## src/clrq_pkg.sv

```systemverilog
`default_nettype none

package clrq_pkg;

   // Default widths of the internal counters
   localparam int COUNT_WIDTH_DEFAULT   = 8;
   localparam int ATTEMPT_WIDTH_DEFAULT = 16;

   // Register widths and reset values
   localparam int CFG_WIDTH  = 8;
   localparam int CSR_IDX_W  = 8;
   localparam int CSR_DATA_W = 32;
   localparam logic [CFG_WIDTH-1:0] TIMEOUT_RESET   = 8'd10;
   localparam logic [CFG_WIDTH-1:0] STABILITY_RESET = 8'd5;

   // Register indexes
   localparam logic [CSR_IDX_W-1:0] CSR_TIMEOUT   = 8'd0;
   localparam logic [CSR_IDX_W-1:0] CSR_STABILITY = 8'd1;

   // Item kinds
   localparam logic [1:0] MODE_TICK    = 2'd0;
   localparam logic [1:0] MODE_FAULT   = 2'd1;
   localparam logic [1:0] MODE_REQUEST = 2'd2;
   localparam logic [1:0] MODE_CLEAR   = 2'd3;

   // Tracker states
   localparam logic [1:0] ST_IDLE      = 2'd0;
   localparam logic [1:0] ST_FAULT     = 2'd1;
   localparam logic [1:0] ST_PENDING   = 2'd2;
   localparam logic [1:0] ST_CONFIRMED = 2'd3;

   typedef struct packed {
      logic [1:0] mode;
      logic       clock_fault;
   } req_item_type;

   typedef struct packed {
      logic [1:0]  service_state;
      logic        status;
      logic [15:0] attempts;
      logic        timed_out;
   } rsp_item_type;

   typedef struct packed {
      logic [CFG_WIDTH-1:0] timeout_limit;
      logic [CFG_WIDTH-1:0] stability_ticks;
   } cfg_type;

endpackage

`default_nettype wire

```

## src/clrq_csr.sv

```systemverilog
`default_nettype none

module clrq_csr (
   input  wire                              clock,
   input  wire                              reset,
   input  wire                              csr_valid,
   output logic                             csr_ready,
   input  wire [clrq_pkg::CSR_IDX_W-1:0]    csr_index,
   input  wire [clrq_pkg::CSR_DATA_W-1:0]   csr_data,
   output clrq_pkg::cfg_type                cfg
);
   import clrq_pkg::*;

   cfg_type cfg_ff, cfg_in;

   assign csr_ready = 1'b1;

   // Register writes; unknown indexes are dropped
   always_comb begin
      cfg_in = cfg_ff;
      if (csr_valid) begin
         case (csr_index)
            CSR_TIMEOUT:   cfg_in.timeout_limit   = csr_data[CFG_WIDTH-1:0];
            CSR_STABILITY: cfg_in.stability_ticks = csr_data[CFG_WIDTH-1:0];
            default:       cfg_in = cfg_ff;
         endcase
      end
   end

   always_ff @(posedge clock) begin
      if (reset) begin
         cfg_ff.timeout_limit   <= TIMEOUT_RESET;
         cfg_ff.stability_ticks <= STABILITY_RESET;
      end else begin
         cfg_ff <= cfg_in;
      end
   end

   assign cfg = cfg_ff;

endmodule

`default_nettype wire

```

## src/clrq_engine.sv

```systemverilog
`default_nettype none

module clrq_engine #(
   parameter int COUNT_WIDTH   = clrq_pkg::COUNT_WIDTH_DEFAULT,
   parameter int ATTEMPT_WIDTH = clrq_pkg::ATTEMPT_WIDTH_DEFAULT
) (
   input  wire                        clock,
   input  wire                        reset,
   input  wire                        fire,
   input  clrq_pkg::req_item_type     item,
   input  clrq_pkg::cfg_type          cfg,
   output clrq_pkg::rsp_item_type     result
);
   import clrq_pkg::*;

   localparam logic [COUNT_WIDTH-1:0]   CNT_MAX = {COUNT_WIDTH{1'b1}};
   localparam logic [ATTEMPT_WIDTH-1:0] ATT_MAX = {ATTEMPT_WIDTH{1'b1}};

   logic [1:0]               state_ff, state_in;
   logic [COUNT_WIDTH-1:0]   timeout_count_ff, timeout_count_in;
   logic [COUNT_WIDTH-1:0]   stable_count_ff, stable_count_in;
   logic [ATTEMPT_WIDTH-1:0] attempt_ff, attempt_in;

   logic [COUNT_WIDTH-1:0]   timeout_inc;
   logic [COUNT_WIDTH-1:0]   stable_inc;
   logic [ATTEMPT_WIDTH-1:0] attempt_inc;
   logic                     timeout_hit;
   logic                     stable_hit;
   logic                     status;
   logic                     timed_out;

   // Saturating increments and threshold compares, widened so a register
   // above the counter range never matches
   assign timeout_inc = (timeout_count_ff == CNT_MAX) ? CNT_MAX : timeout_count_ff + 1'b1;
   assign stable_inc  = (stable_count_ff == CNT_MAX) ? CNT_MAX : stable_count_ff + 1'b1;
   assign attempt_inc = (attempt_ff == ATT_MAX) ? ATT_MAX : attempt_ff + 1'b1;
   assign timeout_hit = 32'(timeout_inc) >= 32'(cfg.timeout_limit);
   assign stable_hit  = 32'(stable_inc) >= 32'(cfg.stability_ticks);

   // Next state for the item at hand
   always_comb begin
      state_in         = state_ff;
      timeout_count_in = timeout_count_ff;
      stable_count_in  = stable_count_ff;
      attempt_in       = attempt_ff;
      status           = 1'b0;
      timed_out        = 1'b0;
      case (item.mode)
         MODE_TICK: begin
            case (state_ff)
               ST_FAULT: begin
                  timeout_count_in = timeout_inc;
                  if (timeout_hit) begin
                     state_in         = ST_IDLE;
                     timeout_count_in = '0;
                     timed_out        = 1'b1;
                  end else if (!item.clock_fault) begin
                     state_in        = ST_PENDING;
                     stable_count_in = '0;
                  end
               end
               ST_PENDING: begin
                  if (item.clock_fault) begin
                     state_in         = ST_FAULT;
                     timeout_count_in = '0;
                     stable_count_in  = '0;
                  end else begin
                     stable_count_in = stable_inc;
                     if (stable_hit) begin
                        state_in = ST_CONFIRMED;
                     end
                  end
               end
               default: begin
                  // idle or confirmed: a fault restarts the recovery
                  if (item.clock_fault) begin
                     state_in         = ST_FAULT;
                     timeout_count_in = '0;
                     stable_count_in  = '0;
                  end
               end
            endcase
         end
         MODE_FAULT: begin
            if (state_ff == ST_IDLE) begin
               state_in         = ST_FAULT;
               timeout_count_in = '0;
               stable_count_in  = '0;
               attempt_in       = attempt_inc;
            end
         end
         MODE_REQUEST: begin
            if (state_ff == ST_CONFIRMED) begin
               state_in = ST_IDLE;
            end else if (state_ff != ST_IDLE) begin
               status = 1'b1;
            end
         end
         default: begin
            attempt_in = '0;
         end
      endcase
   end

   always_ff @(posedge clock) begin
      if (reset) begin
         state_ff         <= ST_IDLE;
         timeout_count_ff <= '0;
         stable_count_ff  <= '0;
         attempt_ff       <= '0;
      end else if (fire) begin
         state_ff         <= state_in;
         timeout_count_ff <= timeout_count_in;
         stable_count_ff  <= stable_count_in;
         attempt_ff       <= attempt_in;
      end
   end

   assign result.service_state = state_in;
   assign result.status        = status;
   assign result.attempts      = 16'(attempt_in);
   assign result.timed_out     = timed_out;

   // Attempts only drop on a clear
   a_attempt_monotonic: assert property (@(posedge clock) disable iff (reset)
      fire && item.mode != MODE_CLEAR |=> attempt_ff >= $past(attempt_ff))
      else $error("attempt count dropped without a clear");

   // Entering fault active always starts with a zero timeout count
   a_fault_entry: assert property (@(posedge clock) disable iff (reset)
      fire && state_ff != ST_FAULT && state_in == ST_FAULT |=> timeout_count_ff == '0)
      else $error("fault entry left a stale timeout count");

   // Idle is only left toward fault active
   a_idle_exit: assert property (@(posedge clock) disable iff (reset)
      fire && state_ff == ST_IDLE |=> state_ff == ST_IDLE || state_ff == ST_FAULT)
      else $error("idle left for a state other than fault active");

endmodule

`default_nettype wire

```

## src/clock_loss_recovery_qualifier_core.sv

```systemverilog
`default_nettype none

// Clock-loss recovery tracker. Each item on the req_ channel is a tick (with
// the watchdog fault level), a fault notice, a recovery request or a clear of
// the attempt count; each produces exactly one rsp_ item with the tracker
// state after it, the request status, the saturating attempt count and a
// timeout flag. The block takes one item every cycle while req_stall is low:
// an item is held in the input register, the state update runs between that
// register and the result register, and rsp_valid is driven from the result
// register. The result register holds while it is full and rsp_stall is high,
// and req_stall rises only when both registers are full and rsp_stall is high.
// The timeout and stability thresholds are to be written on the csr_ port
// (index 0 and 1) while no item is in flight; the block does not enforce it.
module clock_loss_recovery_qualifier_core #(
   parameter int COUNT_WIDTH   = clrq_pkg::COUNT_WIDTH_DEFAULT,
   parameter int ATTEMPT_WIDTH = clrq_pkg::ATTEMPT_WIDTH_DEFAULT
) (
   input  wire                              clock,
   input  wire                              reset,
   input  wire                              req_valid,
   output logic                             req_stall,
   input  clrq_pkg::req_item_type           req_item,
   output logic                             rsp_valid,
   input  wire                              rsp_stall,
   output clrq_pkg::rsp_item_type           rsp_item,
   input  wire                              csr_valid,
   output logic                             csr_ready,
   input  wire [clrq_pkg::CSR_IDX_W-1:0]    csr_index,
   input  wire [clrq_pkg::CSR_DATA_W-1:0]   csr_data
);
   import clrq_pkg::*;

   cfg_type      cfg;
   logic         s1_valid_ff, s1_valid_in;
   req_item_type s1_item_ff;
   logic         rsp_valid_ff, rsp_valid_in;
   rsp_item_type rsp_item_ff;
   rsp_item_type result;
   logic         out_ready;
   logic         fire;

   clrq_csr u_csr (
      .clock     (clock),
      .reset     (reset),
      .csr_valid (csr_valid),
      .csr_ready (csr_ready),
      .csr_index (csr_index),
      .csr_data  (csr_data),
      .cfg       (cfg)
   );

   // Handshake between the two registers
   assign out_ready    = !rsp_valid_ff || !rsp_stall;
   assign fire         = s1_valid_ff && out_ready;
   assign req_stall    = s1_valid_ff && !out_ready;
   assign s1_valid_in  = req_stall ? s1_valid_ff : req_valid;
   assign rsp_valid_in = out_ready ? s1_valid_ff : rsp_valid_ff;

   clrq_engine #(
      .COUNT_WIDTH   (COUNT_WIDTH),
      .ATTEMPT_WIDTH (ATTEMPT_WIDTH)
   ) u_engine (
      .clock  (clock),
      .reset  (reset),
      .fire   (fire),
      .item   (s1_item_ff),
      .cfg    (cfg),
      .result (result)
   );

   // Input and result registers
   always_ff @(posedge clock) begin
      if (reset) begin
         s1_valid_ff  <= 1'b0;
         rsp_valid_ff <= 1'b0;
      end else begin
         s1_valid_ff  <= s1_valid_in;
         rsp_valid_ff <= rsp_valid_in;
      end
   end

   always_ff @(posedge clock) begin
      if (req_valid && !req_stall) begin
         s1_item_ff <= req_item;
      end
      if (fire) begin
         rsp_item_ff <= result;
      end
   end

   assign rsp_valid = rsp_valid_ff;
   assign rsp_item  = rsp_item_ff;

   // A timeout always lands back in idle
   a_timeout_idle: assert property (@(posedge clock) disable iff (reset)
      rsp_valid && rsp_item.timed_out |-> rsp_item.service_state == ST_IDLE)
      else $error("timeout reported outside idle");

   // Pending status only while a recovery is under way
   a_status_state: assert property (@(posedge clock) disable iff (reset)
      rsp_valid && rsp_item.status |->
         rsp_item.service_state == ST_FAULT || rsp_item.service_state == ST_PENDING)
      else $error("pending status in idle or confirmed");

   // A blocked staged item stays put
   a_stage_hold: assert property (@(posedge clock) disable iff (reset)
      s1_valid_ff && !out_ready |=> s1_valid_ff && $stable(s1_item_ff))
      else $error("staged item lost while blocked");

endmodule

`default_nettype wire
```

## config.mk

```make
export PLATFORM = sky130hd
export DESIGN_NAME = clock_loss_recovery_qualifier_core
export DESIGN_NICKNAME = d
export VERILOG_FILES = /design/src/clrq_pkg.sv /design/src/clrq_csr.sv /design/src/clrq_engine.sv /design/src/clock_loss_recovery_qualifier_core.sv
export SDC_FILE = /design/constraint.sdc
export NUM_CORES = 1
export LEC_CHECK = 0
export BUFFER_PORTS_ARGS = -buffer_cell sky130_fd_sc_hd__buf_2
export CAP_MARGIN = 0
export CORE_UTILIZATION = 25
export DETAILED_ROUTE_END_ITERATION = 16
export MAX_ROUTING_LAYER = met4
export PLACE_DENSITY = 0.39
export SETUP_SLACK_MARGIN = 0.3
export SLEW_MARGIN = 25
export SYNTH_ARGS = -nofsm -noshare
export SYNTH_HDL_FRONTEND = slang
export SYNTH_SLANG_ARGS = --single-unit
```

## constraint.sdc

```tcl
create_clock -name clock -period 3.4 [get_ports clock]
set_input_delay 0.34 -clock clock [delete_from_list [all_inputs] [get_ports clock]]
set_output_delay 0.34 -clock clock [all_outputs]
set_load 0.03 [all_outputs]
```

==> results.cfg, run 1 <==
[route]
via_per_inst = 4.93
detail_route.iter0.violations = 327
wl_per_cell_um = 14.7
postRouteAntennaNets = 0
via_count = 3839
drtPass1Iterations = 4
post-route-drc-count = 0
drt-total-wl_um = 11500

[grt]
grt_use_met1_pct = 16.9
grt.total_usage_pct = 13.6
grt_overflow = 0
grt_pass1_wl_um = 18500
antenna_found_initial = 0
use_met3_pct = 2.84
grt_util_met2_pct = 20.9
grt.busiest_layer = met2
grt_max_degree = 38
grt_pass1_vias = 3656

[flow_run]
cap_violations = 0

[power]
sequentialPowerShare_pct = 47.6
finalPower_uw = 2010
switching_power_uw = 504
internal_power_uw = 1500
ir_drop_mv = 0.245
p_leak_uw = 0.00201
p_per_area_nw_per_um2 = 387
combPwrFrac_pct = 8.2
netSwitchingFraction_pct = 25.1
p_clk_share_pct = 44.2

[place]
dp.cells = 762
place_congestion = 0.797
dp_hpwl_um = 8170
place_area_um2 = 4880
dp_slack_ns = 0.226
numPortBuffers = 45

[synth]
synthesis.area_um2 = 4460
synth-main-ff-cell = dfxtp_1
yosys_register_bits = 75
synth-async-reset-ratio_pct = 0
syn_inst = 512
yosysUniqueCellTypes = 61
synth-seq-area-share_pct = 38.8
avgSynthCellArea_um2 = 8.71
synth_edf_count = 23
synth_warnings = 0
synth_nets = 585

[timing]
min_period_over_period_pct = 86.9
fin_ws_ns = 0.445
tightestPinTransition_ns = 0.910
skew_ns = 0.00846
slew_headroom_pct = 39.2
slew_violations = 0
rsz0062_at_grt = true
setup_violations = 0
period_minus_slack_ns = 2.96
fmax_mhz = 338
tns_ns = 0
finalHoldViolations = 0

[final_layout]
synthToLayoutAreaGrowth_pct = 16.3
antennaDiodeCount = 0
fillCellCount = 1821
final_layout_size_suffix_gt1_share_pct = 16.4
mostFrequentLayoutCells = 51 x nand2_1, 51 x dfxtp_1, 45 x buf_2
fin_area_um2 = 5180
final_cell_count_no_fill = 779
layout.nets = 622

[die]
dieArea_um2 = 18400
die_x_um = 136
start_util_pct = 25.7
io_pins = 71
fp.dieH_um = 136
fp.coreArea_um2 = 17400
num_rows = 48

[run_status]
status = finished, final reports clean

[clocking]
tritoncts = yes
clk_transition_reported_paths_ns = 0.06
numCtsBuffers = 9
cts_hold_buffers = 0
ctsLongestPathBuffers = 2
root_buffer = clkbuf_16
cts.sinks = 75
clk_latency_ns = 0.34
h-tree-depth = 3

[setup_path]
crit_path_start_kind = flop
path_cells = ha_2, and3_2, nand3_2, o21ai_0, or2_2, ha_1, nand2_1, a211o_1, o21a_4, o21a_1, buf_4, a221oi_1
worstSetupPathType = flop to flop
rr_worst_depth = 12
slowest_stage = dfxtp_1
crit_fanout = 7
cp_slowest_stage_delay_ns = 0.35
crit_arrival_ns = 3.19
end_kind = flop
crit_required_ns = 3.64

[min_path]
hold_depth = 1
hold_class = input pin to flop
-- cells by family after synthesis --
group / synth area share [%]
simple gates: 20.3
compound gates: 21.2
flops: 38.8
buf+inv: 6.31
fa+ha+maj: 7.01
mux: 5.25
xor+xnor: 0.982
other cells: 0.0841
-- metrics by stage --
stage          hold slack (ns)  utilization, %
3_3_place_gp             0.461            28.1
3_5_place_dp             0.473            28.1
4_1_cts                  0.166            29.7
2_1_floorplan            0.439               -
6_report                 0.180            29.9
5_1_grt                  0.164            29.9
-- state kept, by name (all words and copies together), names as in the netlist --
signal and count:
rsp_item 20, rsp_valid 1, s1_item_ff 3, s1_valid_ff 1
u_csr.cfg 16, u_engine.attempt_ff 16, u_engine.stable_count_ff 8, u_engine.state_ff 2
u_engine.timeout_count_ff 8
-- final timing paths --
check | from | end | slack [ns]
setup / recovery | u_engine.timeout_count_ff[0] | u_engine.stable_count_ff[4] | 0.44
hold / removal | req_item[2] | s1_item_ff[2] | 0.18
setup reg to reg | u_engine.timeout_count_ff[0] | u_engine.stable_count_ff[4] | 0.44
hold reg to reg | s1_valid_ff | rsp_valid | 0.48
-- cells in the mapped netlist, types with 13 or more instances --
| library cell | count | area, um^2 |
|---|---|---|
| nand2_1 | 51 | 191 |
| o21ai_0 | 20 | 100 |
| inv_1 | 34 | 128 |
| mux2i_1 | 20 | 200 |
| a31oi_1 | 17 | 106 |
| edfxtp_1 | 23 | 691 |
| a21oi_1 | 38 | 190 |
| dfxtp_1 | 52 | 1040 |
| nor3_1 | 13 | 65.1 |
| nand3_1 | 15 | 75.1 |
| ha_1 | 25 | 313 |
| nor2_1 | 40 | 150 |
-- routing by layer --
layer	routed length, um	vias to the layer above
met5	0	-
met4	244	0
met2	5230	76
met3	387	16
li1	-	1945
met1	5630	1802
-- cell type report --
class / instances / area [um^2] / share of cell area [%]
clock inverter: 3 / 15.0 / 0.290
multi-input combinational: 373 / 2470 / 47.7
sequential: 75 / 1730 / 33.4
tap: 225 / 282 / 5.43
inverter: 35 / 131 / 2.53
timing repair buffer: 55 / 300 / 5.79
clock buffer: 13 / 250 / 4.83
-- critical path, delay by kind of cell (launching register included) --
kind / cells / cell delay (ns)
AO/OA/AOI/OAI: 5 / 1.10
AND/OR/NAND/NOR: 4 / 0.72
adder cells (fa/ha/maj): 2 / 0.53
flip-flops: 1 / 0.35
buffers and inverters: 1 / 0.14
-- power groups by stage --
| stage | clock network (uW) | logic [uW] | registers (uW) |
|---|---|---|---|
| after detailed placement | 0 | 167 | 975 |
| after floorplan | 0 | 90.8 | 993 |
| final | 889 | 165 | 955 |
| after global routing | 967 | 181 | 957 |
| after CTS | 930 | 167 | 955 |
| after global placement | 0 | 167 | 975 |
-- repair_timing --
| item | CTS | global route |
|---|---|---|
| resized for setup | 2 | 8 |
| endpoints found under the hold margin | 0 | 0 |
| pin swaps | 0 | 1 |
| buffers inserted | 0 | 1 |
| setup endpoints to repair | 10 | 21 |
No activity file was read; power rests on OpenSTA's default activity.
==> run 2: changes to the inputs <==
==> constraint.sdc (replaced) <==
create_clock -name clock -period 3.4 [get_ports clock]
set_input_delay 0.51 -clock clock [delete_from_list [all_inputs] [get_ports clock]]
set_output_delay 0.51 -clock clock [all_outputs]
set_load 0.03 [all_outputs]
==> run 2 against run 1 <==
Net effect:
- register-to-register slack gained 0.04 ns
- via count increased by 0.39%
- utilization is 0.52 points higher
- die area did not move
- routed wire length is 0.68% lower
- final area rose by 1.7%
- global-route usage down 0.14 points
- maximum frequency rose by 1.2%
- sequential share of layout area down 0.55 points
- largest cell class unchanged
==> results.cfg, run 2 (synthesis results as in run 1) <==
[final_layout]
layout.nets = 624
final_cell_count_no_fill = 781
final_layout_size_suffix_gt1_share_pct = 17.3
fillCellCount = 1813
synthToLayoutAreaGrowth_pct = 18.3
mostFrequentLayoutCells = 51 x nand2_1, 50 x dfxtp_1, 45 x buf_2
layout_commonest_cell = nand2_1
antennaDiodeCount = 0
regArea_um2 = 1730
multi_input_area_um2 = 2480
largest_register_ffs = 20

[route]
post-route-drc-count = 0
drt-total-wl_um = 11400
postRouteAntennaNets = 0
detail_route.iter0.violations = 264
route.met2.wl_um = 5180
drtPass1Iterations = 4
via_count = 3854
wl_met1_um = 5500
wl_per_cell_um = 14.6
routed.top_layer = met4
via_per_inst = 4.93
met3_wirelength_um = 564

[timing]
hold_slack_ns = 0.343
skew_ns = 0.00740
slew_headroom_pct = 47.7
setup_violations = 0
tns_ns = 0
fmax_mhz = 343
tightestPinTransition_ns = 0.779
period_minus_slack_ns = 2.92
min_period_over_period_pct = 85.8
rsz0062_at_grt = false
finalHoldViolations = 0
slew_violations = 0

[clocking]
cts.sinks = 75
h-tree-depth = 3
clk_transition_reported_paths_ns = 0.06
root_buffer = clkbuf_16
ctsLongestPathBuffers = 2
numCtsBuffers = 9
tritoncts = yes
cts_hold_buffers = 0
clk_latency_ns = 0.34

[grt]
grt_pass1_wl_um = 18200
antenna_found_initial = 0
grt.total_usage_pct = 13.4
grt_max_degree = 31
grt_pass1_vias = 3579
grt_overflow = 0

[die]
fp.coreArea_um2 = 17400
start_util_pct = 25.7
fp.dieH_um = 136
dieArea_um2 = 18400
die_x_um = 136
num_rows = 48
io_pins = 71

[setup_path]
critPathLaunch = u_engine.timeout_count_ff[1]
cp_slowest_stage_delay_ns = 0.35
cp_top_family = compound AO/OA/AOI/OAI gates
worstSetupPathType = flop to flop
r2r-start = u_engine.timeout_count_ff[1]
rr_worst_depth = 12
slowest_stage = dfxtp_1
end_kind = flop
crit_required_ns = 3.66
crit_path_start_kind = flop
cp.buffers_inverters = 1
regToRegEndpoint = u_engine.stable_count_ff[2]
crit_arrival_ns = 3.18
path_cells = ha_4, and3_2, nand3_2, o21ai_0, or2_2, ha_1, nand2_1, a211o_1, o21a_4, o21a_1, buf_4, a221oi_2
crit_fanout = 8
r2r_slack_ns = 0.48

[place]
numPortBuffers = 45
place_congestion = 0.805
dp.cells = 763
dp_hpwl_um = 8260

[flow_run]
cap_violations = 0

[power]
ir_drop_mv = 0.251
p_leak_uw = 0.00205
p_per_area_nw_per_um2 = 414
finalPower_uw = 2180

[min_path]
hold_class = input pin to flop
min-delay-start = req_item[2]
min_to = s1_item_ff[2]
hold_depth = 1

[run_status]
status = finished, final reports clean
run 2: stage by stage:
stage	instance area [um^2]	worst slack, ns	utilization [%]
5_1_grt	5280	0.307	30.4
2_1_floorplan	4460	0.500	-
4_1_cts	5230	0.318	30.1
3_5_place_dp	4890	0.232	28.2
3_3_place_gp	4890	0.258	28.2
6_report	5280	0.481	30.4
run 2: report_power, final:
part | total [uW] | internal, uW | switching, uW
clock network | 1060 | 682 | 380
registers | 956 | 941 | 14.9
logic | 166 | 52.1 | 113
run 2: worst max-delay path by stage:
stage,to,cells after the start
finish,u_engine.stable_count_ff[2],12
global route,rsp_item[18],10
CTS,u_engine.stable_count_ff[2],12
detailed placement,u_engine.stable_count_ff[7],12
global placement,u_engine.state_ff[0],12
floorplan,u_engine.stable_count_ff[4],13
run 2: per-layer routing:
layer / vias up / GRT usage, %
li1: 1956 / -
met1: 1800 / 16.7
met2: 86 / 20.8
met3: 12 / 3.59
met4: 0 / 4.74
met5: - / -
run 2: layout make-up:
type | count | share of cell area (%)
well taps | 225 | 5.34
multi-input cells | 373 | 47.1
clock inverters | 4 | 1.38
flip-flops and latches | 75 | 32.9
clock buffers | 12 | 4.86
inverters | 35 | 2.49
repair buffers | 57 | 5.98
run 2: what timing repair did:
item                       CTS  global route
hold endpoints to repair     0             0
gates resized for setup      2            10
setup endpoints to repair    8            19
pin swaps                    0             2
setup buffers                0             2
gates cloned                 0             0
==> run 3: changes to the inputs <==
--- a/config.mk
+++ b/config.mk
@@ -7,12 +7,13 @@
 export LEC_CHECK = 0
 export BUFFER_PORTS_ARGS = -buffer_cell sky130_fd_sc_hd__buf_2
 export CAP_MARGIN = 0
-export CORE_UTILIZATION = 25
+export CORE_UTILIZATION = 57
 export DETAILED_ROUTE_END_ITERATION = 16
 export MAX_ROUTING_LAYER = met4
-export PLACE_DENSITY = 0.39
+export PLACE_DENSITY = 0.77
 export SETUP_SLACK_MARGIN = 0.3
 export SLEW_MARGIN = 25
 export SYNTH_ARGS = -nofsm -noshare
 export SYNTH_HDL_FRONTEND = slang
+export SYNTH_HIERARCHICAL = 1
 export SYNTH_SLANG_ARGS = --single-unit
==> run 3 against run 2 <==
Net effect:
- non-clock buffer count grew 1
- critical path type unchanged
- largest power group is now registers
- sequential power hardly changed
- first-iteration DRC count is 39% higher
- utilization grew 36 points
- hold slack gained 0.0089 ns
- cell count shrank 15%
- register-to-register slack barely moved
- highest routed layer unchanged
- sequential share of layout area increased by 0.89 points
- final area shrank 2.5%
- setup slack worse by 0.0085 ns
- combinational power up 17%
- area after synthesis increased by 1.7%
==> results.cfg, run 3 <==
[synth]
synth-main-ff-cell = dfxtp_1
synth_top_area_cell = dfxtp_1
yosysUniqueCellTypes = 65
synth-async-reset-ratio_pct = 0
yosys.area_share.adder_pct = 6.85
yosysMostFrequentCell = dfxtp_1
syn_inst = 522
synth_top_family_by_area = simple AND/OR/NAND/NOR gates
avgSynthCellArea_um2 = 8.68
synth-seq-area-share_pct = 38.2
ys_top_cells_by_area = dfxtp_1 23%, edfxtp_1 15%, ha_1 6.6%, a21oi_1 5.1%, nor2_1 3.9%
synth-compound-area-share_pct = 20.6
synth_common_cells = 52 x dfxtp_1, 47 x nor2_1, 46 x a21oi_1
yosysTopAreaCellShare_pct = 23.0
synthesis.area_um2 = 4530
synth_edf_count = 23
yosys_register_bits = 75
synth_mux_area_share_pct = 3.78
synth_nets = 594
synth-xor-area-share_pct = 1.16
synth_warnings = 6
synthSimpleGateAreaFrac_pct = 22.9

[run_status]
status = finished, final reports clean

[timing]
tns_ns = 0
period_minus_slack_ns = 2.93
tightestPinTransition_ns = 0.726
min_period_over_period_pct = 86.1
hold_slack_ns = 0.352
skew_ns = 0.00589
rsz0062_at_grt = true
finalHoldViolations = 0
slew_headroom_pct = 50.9
setup_violations = 0
slew_violations = 0
fmax_mhz = 342

[place]
place_congestion = 0.881
numPortBuffers = 45
dp_hpwl_um = 6980

[die]
io_pins = 71
fp.dieH_um = 91.2
num_rows = 32
die_x_um = 91.2
start_util_pct = 58.7
fp.coreArea_um2 = 7730
dieArea_um2 = 8310

[clocking]
ctsLongestPathBuffers = 2
clk_transition_reported_paths_ns = 0.08
cts_hold_buffers = 0
cts.sinks = 75
numCtsBuffers = 9
root_buffer = clkbuf_8
tritoncts = yes
h-tree-depth = 3
clk_latency_ns = 0.34

[route]
wl_per_cell_um = 15.6
drt-total-wl_um = 10400
drtPass1Iterations = 6
detail_route.iter0.violations = 366
postRouteAntennaNets = 0
via_count = 4056
post-route-drc-count = 0
via_per_inst = 6.09

[setup_path]
crit_arrival_ns = 3.17
crit_path_start_kind = flop
crit_required_ns = 3.64
worstSetupPathType = flop to flop
end_kind = flop
crit_fanout = 6

[grt]
grt_pass1_vias = 3772
grt_max_degree = 40
grt_pass1_wl_um = 17100
grt.total_usage_pct = 26.1
antenna_found_initial = 0
grt_overflow = 0

[final_layout]
fillCellCount = 631
antennaDiodeCount = 0
final_util_pct = 66.6
mostFrequentLayoutCells = 48 x dfxtp_1, 46 x nor2_1, 46 x a21oi_1
layout_commonest_cell = dfxtp_1
layout.nets = 631
largest_register_ffs = 20
synthToLayoutAreaGrowth_pct = 13.5
final_layout_size_suffix_gt1_share_pct = 20.2

[power]
p_per_area_nw_per_um2 = 381
ir_drop_mv = 0.215
p_leak_uw = 0.00203

[flow_run]
cap_violations = 0

[min_path]
hold_class = input pin to flop
run 3: path summary, 6_finish.rpt:
path                                 from                          end  slack (ns)  cells past startpoint
max          u_engine/timeout_count_ff[0]  u_engine/stable_count_ff[1]        0.47                     13
min                           req_item[0]                s1_item_ff[0]        0.35                      1
max reg2reg  u_engine/timeout_count_ff[0]  u_engine/stable_count_ff[1]        0.47                     13
min reg2reg                  u_csr/cfg[1]                 u_csr/cfg[1]        0.48                      2
run 3: kinds of logic after synthesis:
kind of cell	count (synthesis)
and+or+nand+nor	193
other	1
muxes	17
AOI/OAI and AO/OA	141
adders and majority gates	25
DFF	75
xor gates and xnor gates	6
buffers and inverters	64
run 3: layer usage:
metal,track usage (%),vias to the layer above,share of wire [%]
met2,43.9,153,50
met4,9.79,0,1.6
li1,-,1974,-
met3,4.02,20,4.8
met5,-,-,0
met1,31.6,1909,44
run 3: metrics by stage:
| stage | instance area (um^2) | instances | power [uW] | setup slack, ns |
|---|---|---|---|---|
| global route | 5140 | 666 | 2030 | 0.257 |
| CTS | 5010 | 658 | 1960 | 0.318 |
| detailed placement | 4770 | 642 | 1160 | 0.311 |
| global placement | 4770 | 642 | 1150 | 0.362 |
| finish | 5140 | 666 | 1960 | 0.473 |
| floorplan | 4530 | 522 | 1100 | 0.594 |
run 3: worst max-delay path, stage by stage, from the launching register on:
cell	delay, ns
dfxtp_2	0.39
ha_4	0.19
nand4_1	0.15
inv_2	0.10
nand4_1	0.20
buf_4	0.22
nand2_1	0.05
ha_1	0.24
a211oi_2	0.21
o21ai_1	0.13
a211oi_4	0.33
o211a_2	0.30
nor3b_1	0.07
a31o_2	0.24
run 3: where the power goes:
part / switching (uW) / internal [uW] / total [uW]
Combinational: 128 / 65.5 / 194
Sequential: 16.5 / 940 / 957
Clock: 327 / 483 / 810
Total: 472 / 1490 / 1960
run 3: area by class of cell:
| class | count | area [um^2] | share of cell area [%] |
|---|---|---|---|
| multi-input cells | 384 | 2590 | 50.3 |
| flip-flops and latches | 75 | 1740 | 33.8 |
| repair buffers | 58 | 343 | 6.67 |
| clock buffers | 10 | 128 | 2.48 |
| well taps | 102 | 128 | 2.48 |
| inverters | 31 | 116 | 2.26 |
| clock inverters | 6 | 104 | 2.02 |
run 3: repair_timing:
action | 4_1_cts | 5_1_grt
gates resized for setup | 2 | 16
buffers inserted | 0 | 6
pin swaps | 0 | 4
gates cloned | 0 | 1
setup endpoints to repair | 5 | 21
hold endpoints to repair | 0 | 0
